==> config.mk <==
export PLATFORM = sky130hd
export DESIGN_NAME = midi_track_event_parser_unit
export DESIGN_NICKNAME = d
export VERILOG_FILES = /design/src/hw/rtl/mtp_pkg.sv /design/src/hw/rtl/midi_track_event_parser_unit.sv /design/src/hw/rtl/mtp_divider.sv /design/src/hw/rtl/mtp_datapath.sv /design/src/hw/rtl/mtp_ctrl.sv
export VERILOG_INCLUDE_DIRS = /design/src /design/src/hw/rtl
export SDC_FILE = /design/constraint.sdc
export NUM_CORES = 1
export LEC_CHECK = 0
export BUFFER_PORTS_ARGS = -buffer_cell sky130_fd_sc_hd__buf_2
export CORE_MARGIN = 2
export CORE_UTILIZATION = 56
export CTS_CLUSTER_SIZE = 24
export DETAILED_ROUTE_END_ITERATION = 8
export PLACE_DENSITY = 0.78
export SETUP_SLACK_MARGIN = 0.1
export SLEW_MARGIN = 30
export SYNTH_ARGS = -nofsm -noshare
export SYNTH_HDL_FRONTEND = slang
export SYNTH_HIERARCHICAL = 1
export SYNTH_SLANG_ARGS = --single-unit
==> constraint.sdc <==
create_clock -name clk -period 10.8 [get_ports clk]
set_input_delay 0.54 -clock clk [delete_from_list [all_inputs] [get_ports clk]]
set_output_delay 0.54 -clock clk [all_outputs]
set_load 0.005 [all_outputs]
==> src/hw/rtl/assert_macros.svh <==
// Assertion helpers for the track parser
`ifndef ASSERT_MACROS_SVH
`define ASSERT_MACROS_SVH

// Implication checked every clock, masked during reset
`define CHK_IMPL(label, clk, rst_n, a, c, msg) \
  label: assert property (@(posedge clk) disable iff (!rst_n) (a) |-> (c)) else $error(msg);

// Next-cycle implication, masked during reset
`define CHK_NEXT(label, clk, rst_n, a, c, msg) \
  label: assert property (@(posedge clk) disable iff (!rst_n) (a) |=> (c)) else $error(msg);

`endif

==> src/hw/rtl/mtp_pkg.sv <==
package mtp_pkg;

  localparam logic [31:0] MTRK_TAG  = 32'h4D54726B;
  localparam logic [25:0] TEMPO_NUM = 26'd60000000;
  localparam logic [17:0] FREQ_MAX  = 18'd200702;

  localparam logic [3:0] K_NOTE_OFF     = 4'd0;
  localparam logic [3:0] K_NOTE_ON      = 4'd1;
  localparam logic [3:0] K_TEMPO        = 4'd2;
  localparam logic [3:0] K_KEY          = 4'd3;
  localparam logic [3:0] K_TIME_SIG     = 4'd4;
  localparam logic [3:0] K_END          = 4'd5;
  localparam logic [3:0] K_SYSEX        = 4'd6;
  localparam logic [3:0] K_BAD_HEADER   = 4'd7;
  localparam logic [3:0] K_UNKNOWN_META = 4'd8;
  localparam logic [3:0] K_BAD_STATUS   = 4'd9;

  localparam logic [7:0] META_END   = 8'h2F;
  localparam logic [7:0] META_TEMPO = 8'h51;
  localparam logic [7:0] META_TSIG  = 8'h58;
  localparam logic [7:0] META_KEY   = 8'h59;

  // Byte-level datapath operations
  typedef enum logic [3:0] {
    OP_NONE, OP_HDR, OP_DELTA, OP_STATUS, OP_DATA, OP_SKIP, OP_MTYPE, OP_MLEN, OP_SKLEN
  } op_t;

  typedef struct packed {
    logic load;
    op_t  op;
    logic div_start;
    logic emit;
  } dp_cmd_t;

  typedef struct packed {
    logic [7:0]  byte_v;
    logic [2:0]  hdr_cnt;
    logic        tag_ok;
    logic [27:0] count;
    logic [7:0]  status;
    logic [7:0]  mtype;
    logic        div_busy;
    logic        skip_zero;
  } dp_sts_t;

  // round(110 * 2^(r/12) * 2^20)
  function automatic logic [27:0] freq_tab(input logic [3:0] r);
    logic [27:0] v;
    unique case (r)
      4'd0:    v = 28'd115343360;
      4'd1:    v = 28'd122202033;
      4'd2:    v = 28'd129468544;
      4'd3:    v = 28'd137167144;
      4'd4:    v = 28'd145323527;
      4'd5:    v = 28'd153964914;
      4'd6:    v = 28'd163120144;
      4'd7:    v = 28'd172819773;
      4'd8:    v = 28'd183096171;
      4'd9:    v = 28'd193983646;
      4'd10:   v = 28'd205518513;
      4'd11:   v = 28'd217739269;
      default: v = 28'd0;
    endcase
    return v;
  endfunction

endpackage

==> src/hw/rtl/midi_track_event_parser_unit.sv <==
// MIDI track parser: one track byte per input beat, at most one event beat out.
// Each byte is latched, then handled by one sequencer step; a new byte is not taken
// until that step is done. A tempo event runs the bit-serial 60000000/m divider
// before its beat appears. Input is held off while the division runs or a result
// beat waits.
module midi_track_event_parser_unit (
  input  logic              clk,
  input  logic              rst_n,
  input  logic              in_valid,
  output logic              in_ready,
  input  logic [7:0]        in_track_byte,
  output logic              out_valid,
  input  logic              out_ready,
  output logic [3:0]        out_kind,
  output logic [3:0]        out_channel,
  output logic [27:0]       out_delta_ticks,
  output logic [7:0]        out_note_number,
  output logic [7:0]        out_velocity,
  output logic [17:0]       out_note_freq,
  output logic [25:0]       out_tempo_bpm,
  output logic signed [7:0] out_key_accidentals,
  output logic [7:0]        out_key_mode,
  output logic [31:0]       out_time_sig_word
);
  mtp_pkg::dp_cmd_t cmd;
  mtp_pkg::dp_sts_t sts;
  logic [3:0]       kind_sel;

  mtp_ctrl u_ctrl (
    .clk(clk), .rst_n(rst_n), .in_valid(in_valid), .in_ready(in_ready),
    .out_valid(out_valid), .out_ready(out_ready), .cmd(cmd), .kind_sel(kind_sel), .sts(sts)
  );

  mtp_datapath u_dp (
    .clk(clk), .rst_n(rst_n), .in_byte(in_track_byte), .cmd(cmd), .kind_sel(kind_sel),
    .sts(sts), .out_kind(out_kind), .out_channel(out_channel),
    .out_delta_ticks(out_delta_ticks), .out_note_number(out_note_number),
    .out_velocity(out_velocity), .out_note_freq(out_note_freq),
    .out_tempo_bpm(out_tempo_bpm), .out_key_accidentals(out_key_accidentals),
    .out_key_mode(out_key_mode), .out_time_sig_word(out_time_sig_word)
  );
endmodule

==> src/hw/rtl/mtp_divider.sv <==
// Restoring divider: 60000000 / m, one quotient bit per cycle
module mtp_divider (
  input  logic        clk,
  input  logic        rst_n,
  input  logic        start,
  input  logic [23:0] divisor,
  output logic        busy,
  output logic [25:0] quotient
);
  logic [4:0]  cnt_r, cnt_nxt;
  logic        busy_r, busy_nxt;
  logic [25:0] q_r, q_nxt;
  logic [24:0] rem_r, rem_nxt;
  logic [23:0] d_r, d_nxt;
  logic [24:0] trial;

  assign busy     = busy_r;
  assign quotient = q_r;

  always_comb begin
    cnt_nxt  = cnt_r;
    busy_nxt = busy_r;
    q_nxt    = q_r;
    rem_nxt  = rem_r;
    d_nxt    = d_r;
    trial    = {rem_r[23:0], mtp_pkg::TEMPO_NUM[cnt_r]};
    if (start) begin
      d_nxt    = divisor;
      rem_nxt  = '0;
      q_nxt    = '0;
      cnt_nxt  = 5'd25;
      busy_nxt = (divisor != 24'd0);
    end else if (busy_r) begin
      // shift in one dividend bit, subtract if it fits
      if (trial >= {1'b0, d_r}) begin
        rem_nxt = trial - {1'b0, d_r};
        q_nxt   = {q_r[24:0], 1'b1};
      end else begin
        rem_nxt = trial;
        q_nxt   = {q_r[24:0], 1'b0};
      end
      if (cnt_r == 5'd0) busy_nxt = 1'b0;
      else cnt_nxt = cnt_r - 5'd1;
    end
  end

  always_ff @(posedge clk) begin
    if (!rst_n) begin
      busy_r <= 1'b0;
      cnt_r  <= '0;
    end else begin
      busy_r <= busy_nxt;
      cnt_r  <= cnt_nxt;
    end
    q_r   <= q_nxt;
    rem_r <= rem_nxt;
    d_r   <= d_nxt;
  end
endmodule

==> src/hw/rtl/mtp_datapath.sv <==
// Byte registers, accumulators and result fields
module mtp_datapath (
  input  logic                 clk,
  input  logic                 rst_n,
  input  logic [7:0]           in_byte,
  input  mtp_pkg::dp_cmd_t     cmd,
  input  logic [3:0]           kind_sel,
  output mtp_pkg::dp_sts_t     sts,
  output logic [3:0]           out_kind,
  output logic [3:0]           out_channel,
  output logic [27:0]          out_delta_ticks,
  output logic [7:0]           out_note_number,
  output logic [7:0]           out_velocity,
  output logic [17:0]          out_note_freq,
  output logic [25:0]          out_tempo_bpm,
  output logic signed [7:0]    out_key_accidentals,
  output logic [7:0]           out_key_mode,
  output logic [31:0]          out_time_sig_word
);
  logic [7:0]  byte_r;
  logic [31:0] hdr_r, hdr_nxt;
  logic [2:0]  hcnt_r, hcnt_nxt;
  logic [27:0] cnt_r, cnt_nxt;
  logic [27:0] vlq_r, vlq_nxt;
  logic [27:0] delta_r, delta_nxt;
  logic [7:0]  stat_r, stat_nxt;
  logic [7:0]  mtype_r, mtype_nxt;
  logic [31:0] data_r, data_nxt;
  logic [27:0] vlq_sh;
  logic [3:0]  kind_r;
  logic [17:0] freq_r;
  logic        div_busy;
  logic [25:0] quot;
  logic [8:0]  np3;
  logic [16:0] oct_prod;
  logic [3:0]  oct;
  logic [3:0]  rem12;
  logic [27:0] ftab;
  logic [27:0] fsum;

  mtp_divider u_div (
    .clk(clk), .rst_n(rst_n), .start(cmd.div_start),
    .divisor(data_r[23:0]), .busy(div_busy), .quotient(quot)
  );

  assign vlq_sh = {vlq_r[20:0], byte_r[6:0]};

  always_comb begin
    hdr_nxt   = hdr_r;
    hcnt_nxt  = hcnt_r;
    cnt_nxt   = cnt_r;
    vlq_nxt   = vlq_r;
    delta_nxt = delta_r;
    stat_nxt  = stat_r;
    mtype_nxt = mtype_r;
    data_nxt  = data_r;
    unique case (cmd.op)
      mtp_pkg::OP_HDR: begin
        if (!hcnt_r[2]) hdr_nxt = {hdr_r[23:0], byte_r};
        hcnt_nxt = hcnt_r + 3'd1;
        vlq_nxt  = '0;
      end
      mtp_pkg::OP_DELTA: begin
        if (byte_r[7]) vlq_nxt = vlq_sh;
        else begin
          delta_nxt = vlq_sh;
          vlq_nxt   = '0;
        end
      end
      mtp_pkg::OP_STATUS: begin
        stat_nxt = byte_r;
        data_nxt = '0;
        cnt_nxt  = (byte_r[7:4] == 4'hC || byte_r[7:4] == 4'hD) ? 28'd1 : 28'd2;
      end
      mtp_pkg::OP_DATA: begin
        data_nxt = {data_r[23:0], byte_r};
        if (cnt_r != '0) cnt_nxt = cnt_r - 28'd1;
      end
      mtp_pkg::OP_SKIP: begin
        if (cnt_r != '0) cnt_nxt = cnt_r - 28'd1;
      end
      mtp_pkg::OP_MTYPE: begin
        mtype_nxt = byte_r;
        vlq_nxt   = '0;
      end
      mtp_pkg::OP_MLEN: begin
        data_nxt = '0;
        cnt_nxt  = (mtype_r == mtp_pkg::META_TEMPO) ? 28'd3 :
                   (mtype_r == mtp_pkg::META_TSIG) ? 28'd4 : 28'd2;
      end
      mtp_pkg::OP_SKLEN: begin
        if (byte_r[7]) vlq_nxt = vlq_sh;
        else begin
          cnt_nxt = vlq_sh;
          vlq_nxt = '0;
        end
      end
      default: ;
    endcase
  end

  // note frequency: the note number sits in the low data byte at the emit step
  always_comb begin
    np3      = {1'b0, data_r[7:0]} + 9'd3;
    // divide by 12 through a reciprocal multiply (exact for this range)
    oct_prod = 17'(np3) * 17'd171;
    oct      = oct_prod[14:11];
    rem12    = 4'(np3 - 9'(oct) * 9'd12);
    ftab     = mtp_pkg::freq_tab(rem12);
    fsum     = ftab + (28'd1 << (5'd19 - {1'b0, oct}));
  end

  always_ff @(posedge clk) begin
    if (!rst_n) begin
      hcnt_r  <= '0;
      hdr_r   <= '0;
      cnt_r   <= '0;
      vlq_r   <= '0;
      delta_r <= '0;
      stat_r  <= '0;
      mtype_r <= '0;
      data_r  <= '0;
    end else begin
      hcnt_r  <= hcnt_nxt;
      hdr_r   <= hdr_nxt;
      cnt_r   <= cnt_nxt;
      vlq_r   <= vlq_nxt;
      delta_r <= delta_nxt;
      stat_r  <= stat_nxt;
      mtype_r <= mtype_nxt;
      data_r  <= data_nxt;
    end
    if (cmd.load) byte_r <= in_byte;
    if (cmd.emit) begin
      kind_r <= kind_sel;
      freq_r <= data_r[7] ? mtp_pkg::FREQ_MAX : 18'(fsum >> (5'd20 - {1'b0, oct}));
    end
  end

  assign sts.byte_v    = byte_r;
  assign sts.hdr_cnt   = hcnt_r;
  assign sts.tag_ok    = (hdr_r == mtp_pkg::MTRK_TAG);
  assign sts.count     = cnt_r;
  assign sts.status    = stat_r;
  assign sts.mtype     = mtype_r;
  assign sts.div_busy  = div_busy;
  assign sts.skip_zero = (vlq_sh == 28'd0);

  // shape the result beat from the held fields
  always_comb begin
    out_kind            = kind_r;
    out_delta_ticks     = (kind_r == mtp_pkg::K_BAD_HEADER) ? 28'd0 : delta_r;
    out_channel         = 4'd0;
    out_note_number     = 8'd0;
    out_velocity        = 8'd0;
    out_note_freq       = 18'd0;
    out_tempo_bpm       = 26'd0;
    out_key_accidentals = 8'sd0;
    out_key_mode        = 8'd0;
    out_time_sig_word   = 32'd0;
    if (kind_r == mtp_pkg::K_NOTE_OFF || kind_r == mtp_pkg::K_NOTE_ON) begin
      out_channel     = stat_r[3:0];
      out_note_number = data_r[15:8];
      out_velocity    = data_r[7:0];
      out_note_freq   = freq_r;
    end
    if (kind_r == mtp_pkg::K_TEMPO) out_tempo_bpm = quot;
    if (kind_r == mtp_pkg::K_KEY) begin
      out_key_accidentals = signed'(data_r[15:8]);
      out_key_mode        = data_r[7:0];
    end
    if (kind_r == mtp_pkg::K_TIME_SIG) out_time_sig_word = data_r;
  end
endmodule

==> src/hw/rtl/mtp_ctrl.sv <==
`include "assert_macros.svh"
// Parser sequencer: takes a byte, runs one datapath step, emits a result beat when an event completes
module mtp_ctrl (
  input  logic             clk,
  input  logic             rst_n,
  input  logic             in_valid,
  output logic             in_ready,
  output logic             out_valid,
  input  logic             out_ready,
  output mtp_pkg::dp_cmd_t cmd,
  output logic [3:0]       kind_sel,
  input  mtp_pkg::dp_sts_t sts
);
  typedef enum logic [3:0] {
    S_HEADER, S_DELTA, S_STATUS, S_NOTE, S_SKIP, S_MTYPE, S_MLEN, S_MDATA, S_SKLEN
  } ph_t;

  ph_t         ph_r, ph_nxt;
  logic        busy_r, busy_nxt;   // byte latched, step pending
  logic        wait_r, wait_nxt;   // tempo division running
  logic        halt_r, halt_nxt;
  logic        ov_r, ov_nxt;
  logic        waitdly_r;
  logic [7:0]  b;
  logic        accept;

  assign b         = sts.byte_v;
  assign in_ready  = !busy_r && !wait_r && !ov_r;
  assign out_valid = ov_r;
  assign accept    = in_valid && in_ready;

  always_comb begin
    ph_nxt        = ph_r;
    busy_nxt      = accept;
    wait_nxt      = wait_r;
    halt_nxt      = halt_r;
    ov_nxt        = ov_r && !out_ready;
    cmd.load      = accept;
    cmd.op        = mtp_pkg::OP_NONE;
    // launch the division once the tempo word has settled
    cmd.div_start = wait_r && !waitdly_r;
    cmd.emit      = 1'b0;
    kind_sel      = mtp_pkg::K_NOTE_OFF;
    if (wait_r && waitdly_r && !sts.div_busy) begin
      wait_nxt = 1'b0;
      ov_nxt   = 1'b1;
      cmd.emit = 1'b1;
      kind_sel = mtp_pkg::K_TEMPO;
    end
    if (busy_r && !halt_r) begin
      unique case (ph_r)
        S_HEADER: begin
          cmd.op = mtp_pkg::OP_HDR;
          if (sts.hdr_cnt == 3'd7) begin
            if (sts.tag_ok) ph_nxt = S_DELTA;
            else begin
              halt_nxt = 1'b1;
              cmd.emit = 1'b1;
              kind_sel = mtp_pkg::K_BAD_HEADER;
            end
          end
        end
        S_DELTA: begin
          cmd.op = mtp_pkg::OP_DELTA;
          if (!b[7]) ph_nxt = S_STATUS;
        end
        S_STATUS: begin
          cmd.op = mtp_pkg::OP_STATUS;
          if (b == 8'hFF) ph_nxt = S_MTYPE;
          else if (b >= 8'hF0) begin
            ph_nxt   = S_DELTA;
            cmd.emit = 1'b1;
            kind_sel = mtp_pkg::K_SYSEX;
          end else if (!b[7]) begin
            halt_nxt = 1'b1;
            cmd.emit = 1'b1;
            kind_sel = mtp_pkg::K_BAD_STATUS;
          end else if (b[7:4] == 4'h8 || b[7:4] == 4'h9) ph_nxt = S_NOTE;
          else ph_nxt = S_SKIP;
        end
        S_NOTE: begin
          cmd.op = mtp_pkg::OP_DATA;
          if (sts.count <= 28'd1) begin
            ph_nxt   = S_DELTA;
            cmd.emit = 1'b1;
            kind_sel = (sts.status[7:4] == 4'h9) ? mtp_pkg::K_NOTE_ON : mtp_pkg::K_NOTE_OFF;
          end
        end
        S_SKIP: begin
          cmd.op = mtp_pkg::OP_SKIP;
          if (sts.count <= 28'd1) ph_nxt = S_DELTA;
        end
        S_MTYPE: begin
          cmd.op = mtp_pkg::OP_MTYPE;
          if (b == mtp_pkg::META_END || b == mtp_pkg::META_TEMPO ||
              b == mtp_pkg::META_TSIG || b == mtp_pkg::META_KEY) ph_nxt = S_MLEN;
          else begin
            ph_nxt = S_SKLEN;
            if (!(b <= 8'h07 || b == 8'h20 || b == 8'h54 || b == 8'h7F)) begin
              cmd.emit = 1'b1;
              kind_sel = mtp_pkg::K_UNKNOWN_META;
            end
          end
        end
        S_MLEN: begin
          if (sts.mtype == mtp_pkg::META_END) begin
            halt_nxt = 1'b1;
            cmd.emit = 1'b1;
            kind_sel = mtp_pkg::K_END;
          end else begin
            cmd.op = mtp_pkg::OP_MLEN;
            ph_nxt = S_MDATA;
          end
        end
        S_MDATA: begin
          cmd.op = mtp_pkg::OP_DATA;
          if (sts.count <= 28'd1) begin
            ph_nxt = S_DELTA;
            if (sts.mtype == mtp_pkg::META_TEMPO) wait_nxt = 1'b1;
            else begin
              cmd.emit = 1'b1;
              kind_sel = (sts.mtype == mtp_pkg::META_TSIG) ? mtp_pkg::K_TIME_SIG
                                                            : mtp_pkg::K_KEY;
            end
          end
        end
        S_SKLEN: begin
          cmd.op = mtp_pkg::OP_SKLEN;
          // zero length returns to delta, otherwise skip the body
          if (!b[7]) ph_nxt = sts.skip_zero ? S_DELTA : S_SKIP;
        end
        default: ;
      endcase
      if (cmd.emit) ov_nxt = 1'b1;
    end
  end

  always_ff @(posedge clk) begin
    if (!rst_n) begin
      ph_r      <= S_HEADER;
      busy_r    <= 1'b0;
      wait_r    <= 1'b0;
      halt_r    <= 1'b0;
      ov_r      <= 1'b0;
      waitdly_r <= 1'b0;
    end else begin
      ph_r      <= ph_nxt;
      busy_r    <= busy_nxt;
      wait_r    <= wait_nxt;
      halt_r    <= halt_nxt;
      ov_r      <= ov_nxt;
      waitdly_r <= wait_r && !(waitdly_r && !sts.div_busy);
    end
  end

  `CHK_IMPL(a_no_accept_busy, clk, rst_n, busy_r || wait_r, !in_ready, "accept while busy")
  `CHK_NEXT(a_halt_sticky, clk, rst_n, halt_r, halt_r, "halt cleared")
  `CHK_IMPL(a_emit_free, clk, rst_n, cmd.emit, !ov_r, "emit over pending beat")
endmodule

==> PnR_summary.wiki <==
{| class="wikitable"
! Metric !! Value
|-
| Input/output buffers || 157
|-
| Chip height || 190 um
|-
| Placed cell areas || 0.0204 mm2
|-
| Number of setup buffers added after CTS || 0
|-
| # resized after CTS || 0
|-
| Antenna violations before repair || 1
|-
| Clock latency on the worst-skew pair || 0.53 ns
|-
| Static Leakage || 9.13 nW
|-
| Number of nets in the layout || 2634
|-
| Root buffer cell || sky130_fd_sc_hd__clkbuf_16
|-
| Max rail drop VDD || 0.0000998 V
|-
| Critical path fanouts, max || 16
|-
| Share of the clock period used by the worst path after layout || 94.4%
|-
| Power density cells || 111 mW/mm2
|-
| RSZ-0062 raised after global routing || false
|-
| Number of H-tree levels || 2
|-
| Type of the most critical hold path || in -> reg
|-
| Clock period minus worst slack || 10.20 ns
|-
| Worst clock skew on the final layout || 0.0215 ns
|-
| Cell with the most instances on the worst path || sky130_fd_sc_hd__inv_1
|-
| Cell depth of the worst hold path || 1
|-
| Total Die Area || 0.0361 mm2
|-
| CP Class || reg -> reg
|-
| FF-to-FF setup slack || 0.60 ns
|-
| Status || completed
|-
| Number of inserted diodes || 0
|-
| Data arrival time of the critical path || 10.47 ns
|-
| Fraction of synthesized cell area taken by the top area cell type || 23.3%
|-
| Distinct cell type count of the synthesized netlist || 104
|-
| Worst reg2reg path startpoint || u_dp/data_r[1]
|-
| Synth async-reset ratio || 0%
|-
| Leading post-synthesis cells by cell area || sky130_fd_sc_hd__dfxtp_1, sky130_fd_sc_hd__edfxtp_1, sky130_fd_sc_hd__nand2_1, sky130_fd_sc_hd__ha_1, sky130_fd_sc_hd__and2_1
|-
| Routability Congestion || 0.967
|-
| Overall power || 2.40 mW
|-
| Area growth from synthesis to layout || 11.4%
|-
| I/O pin count || 158
|-
| Syn_area_per_cell || 7.99 um2
|-
| Hold_sp || in_track_byte[4]
|-
| Iteration-0 DRC count of the detailed router || 1837
|-
| Number of design rule violations left after detail routing || 0
|-
| Die X-Extent || 190 um
|-
| Sink Count || 279
|-
| Data required, critical path || 11.07 ns
|-
| Core utilization of the finished layout || 62.9%
|-
| Vias per Instance || 6.10
|-
| First-pass GRT wire length || 86900 um
|-
| Main flop type after synthesis || sky130_fd_sc_hd__dfxtp_1
|-
| Top cell family by delay on the critical path || adder cells
|-
| Final Hold Violating Endpoints || 0
|-
| Delay contributed by the slowest stage of the critical path || 0.57 ns
|-
| Total via count in the routed design || 18200
|-
| Clock tree from TritonCTS || yes
|-
| Cell type with the largest total area after synthesis || sky130_fd_sc_hd__dfxtp_1
|-
| Timing-limited maximum frequency || 98.1 MHz
|-
| Placeable Area || 0.0343 mm2
|-
| Layout cells sized above 1 || 12.8%
|-
| Max-slew violation count || 0
|-
| Number of buffers added by the clock tree synthesis step || 34
|-
| DRT Pass-1 Iters || 6
|-
| Initial core utilization || 56.5%
|-
| Post-route cell area || 0.0216 mm2
|-
| Startpoint types || register
|-
| Total global routing overflow || 0
|-
| Worst path bufs/invs || 8
|-
| Pin count of the biggest net entering global routing || 94
|-
| Global routing usage summed across all routing layers || 29.4%
|-
| Cell area after technology mapping || 0.0194 mm2
|-
| Cell type of the slowest stage on the worst timing path || sky130_fd_sc_hd__dfxtp_1
|-
| Antenna-violating nets left || 0
|-
| EDFF count, synth || 54
|-
| Setup tns final || 0 ns
|-
| Post-synthesis sequential area ratio || 31.6%
|-
| Max-Slew Margin vs Limit || 36.5%
|-
| Clock slew seen by the registers of the worst setup and hold paths || 0.06 ns
|-
| Worst-case hold path end point || u_dp/byte_r[4]
|-
| CP endpoint kind || register
|-
| Wire length per cell || 18.3 um
|-
| Endpoints failing setup || 0
|-
| Synthesized net count || 2555
|-
| Clock Tree Buf Depth || 3
|-
| R2R Path End || u_dp/freq_r[2]
|-
| Path depth of the worst reg2reg path || 38
|-
| # Max-Cap Violations || 0
|-
| Number of storage elements in the synthesis netlist || 279
|-
| Slew @ Worst Pin || 0.952 ns
|-
| Gate count after technology mapping || 2423
|-
| Cts hold-fix bufs || 0
|-
| Final wirelength || 54500 um
|-
| Number of placement rows || 68
|-
| Yosys synthesis warning count || 6
|-
| DP HPWL || 38800 um
|-
| Number of global-route vias before repair || 17100
|}
## worst register-to-register path, delay by kind of cell (launching register included)
| family | cells | cell delay, ns |
|---|---|---|
| buffers and inverters | 8 | 0.93 |
| XOR/XNOR | 5 | 1.25 |
| AO/OA/AOI/OAI | 9 | 2.20 |
| AND/OR/NAND/NOR | 5 | 0.81 |
| flip-flops | 1 | 0.57 |
| adder cells (fa/ha/maj) | 9 | 3.39 |
| multiplexers | 2 | 0.79 |
## logic make-up (layout without fill, tap and decap cells)
group                    after synthesis  in the layout  synth area share, %
multiplexers                          75             75                 4.40
buffers and inverters                259            364                 5.38
AO/OA/AOI/OAI                        587            587                 20.6
XOR/XNOR                              92             92                 4.16
adder cells (fa/ha/maj)              120            120                 8.37
AND/OR/NAND/NOR                     1011           1011                 25.5
flip-flops                           279            279                 31.6
## worst max-delay path by stage
stage	from	endpoint	slack, ns	depth (start not counted)
after CTS	u_dp/data_r[1]	u_dp/freq_r[2]	0.48	38
after detailed placement	u_dp/data_r[1]	u_dp/freq_r[2]	0.55	38
after global routing	u_dp/data_r[1]	u_dp/freq_r[2]	0.06	38
final	u_dp/data_r[1]	u_dp/freq_r[2]	0.60	38
after floorplan	u_dp/data_r[0]	u_dp/freq_r[2]	0.82	43
after global placement	u_dp/data_r[1]	u_dp/freq_r[2]	0.84	38
## state kept, by name, summed over array words and instances (netlist names)
register	flops
u_dp/data_r	32
u_dp/hdr_r	32
u_dp/cnt_r	28
u_dp/delta_r	28
u_dp/u_div/quotient	26
u_dp/u_div/d_r	24
u_dp/u_div/rem_r	24
u_dp/vlq_r	21
u_dp/freq_r	18
u_dp/byte_r	8
u_dp/mtype_r	8
u_dp/stat_r	8
u_dp/u_div/cnt_r	5
u_ctrl/ph_r	4
u_dp/out_kind	4
u_dp/hcnt_r	3
u_ctrl/busy_r	1
u_ctrl/halt_r	1
u_ctrl/out_valid	1
u_ctrl/wait_r	1
u_ctrl/waitdly_r	1
u_dp/u_div/busy	1
## layout by cell type, fill, tap and decap left out, types with 25 or more instances in the layout
cell and instances:
sky130_fd_sc_hd__nand2_1 374, sky130_fd_sc_hd__dfxtp_1 224, sky130_fd_sc_hd__nor2_1 196, sky130_fd_sc_hd__buf_2 157, sky130_fd_sc_hd__a21oi_1 152, sky130_fd_sc_hd__and2_1 149, sky130_fd_sc_hd__inv_1 109, sky130_fd_sc_hd__ha_1 104
sky130_fd_sc_hd__o21ai_0 101, sky130_fd_sc_hd__nand3_1 58, sky130_fd_sc_hd__a21boi_0 58, sky130_fd_sc_hd__xnor2_1 56, sky130_fd_sc_hd__mux2i_1 56, sky130_fd_sc_hd__edfxtp_1 54, sky130_fd_sc_hd__a22oi_1 51, sky130_fd_sc_hd__clkbuf_16 37
sky130_fd_sc_hd__nor2b_1 36, sky130_fd_sc_hd__nor4_1 35, sky130_fd_sc_hd__nor3_1 34, sky130_fd_sc_hd__xor2_1 34, sky130_fd_sc_hd__buf_4 31, sky130_fd_sc_hd__a21o_1 25
## layout make-up
| class | count | area (um2) |
|---|---|---|
| inverter | 114 | 428 |
| clock buffer | 44 | 972 |
| sequential | 279 | 6130 |
| clock inverter | 18 | 158 |
| timing repair buffer | 188 | 1020 |
| tap | 455 | 569 |
| multi-input combinational | 1885 | 12300 |
| fill | 2999 | 12700 |
## cells in the mapped netlist (all sizes together) (7+ instances only)
master and number:
a221o 7, xnor2 57, o22ai 8, nand3 58, mux4 7, a21o 25
nand2b 20, nand4 13, o211ai 17, clkbuf 115, a21oi 154, a21boi 59
ha 104, o21bai 7, xor2 35, and3 20, or3 11, a311oi 20
edfxtp 54, o21a 12, a221oi 7, nor4 40, nor2 199, o31ai 10
nand4b 7, buf 30, a31oi 12, dfxtp 225, nand2 375, and2 149
o21ai 116, mux2 11, nor2b 38, nor3 38, fa 16, mux2i 57
a22oi 51, or4 11, inv 109, a211oi 24
## per-layer routing
layer  track usage [%]  vias to the layer above  wire length [um]
li1                  -                     8713                 -
met1              39.3                     8632             23500
met2              48.5                      739             25700
met3              3.67                      117              3610
met4              11.4                        0              1720
met5                 0                        -                 0
## report_power, final
group	internal, mW	switching, mW	total [mW]
Combinational	0.0624	0.0997	0.162
Sequential	1.08	0.0240	1.10
Clock	0.672	0.467	1.14
Total	1.81	0.590	2.40
## per-stage QoR
step / worst slack, ns / hold WS [ns] / std cells
2_1_floorplan: 0.820 / 0.420 / 2423
3_3_place_gp: 0.837 / 0.441 / 2920
3_5_place_dp: 0.548 / 0.443 / 2920
4_1_cts: 0.480 / 0.158 / 2982
5_1_grt: 0.0650 / 0.159 / 2983
6_report: 0.602 / 0.178 / 2983
(Power assumes the default switching activity.)
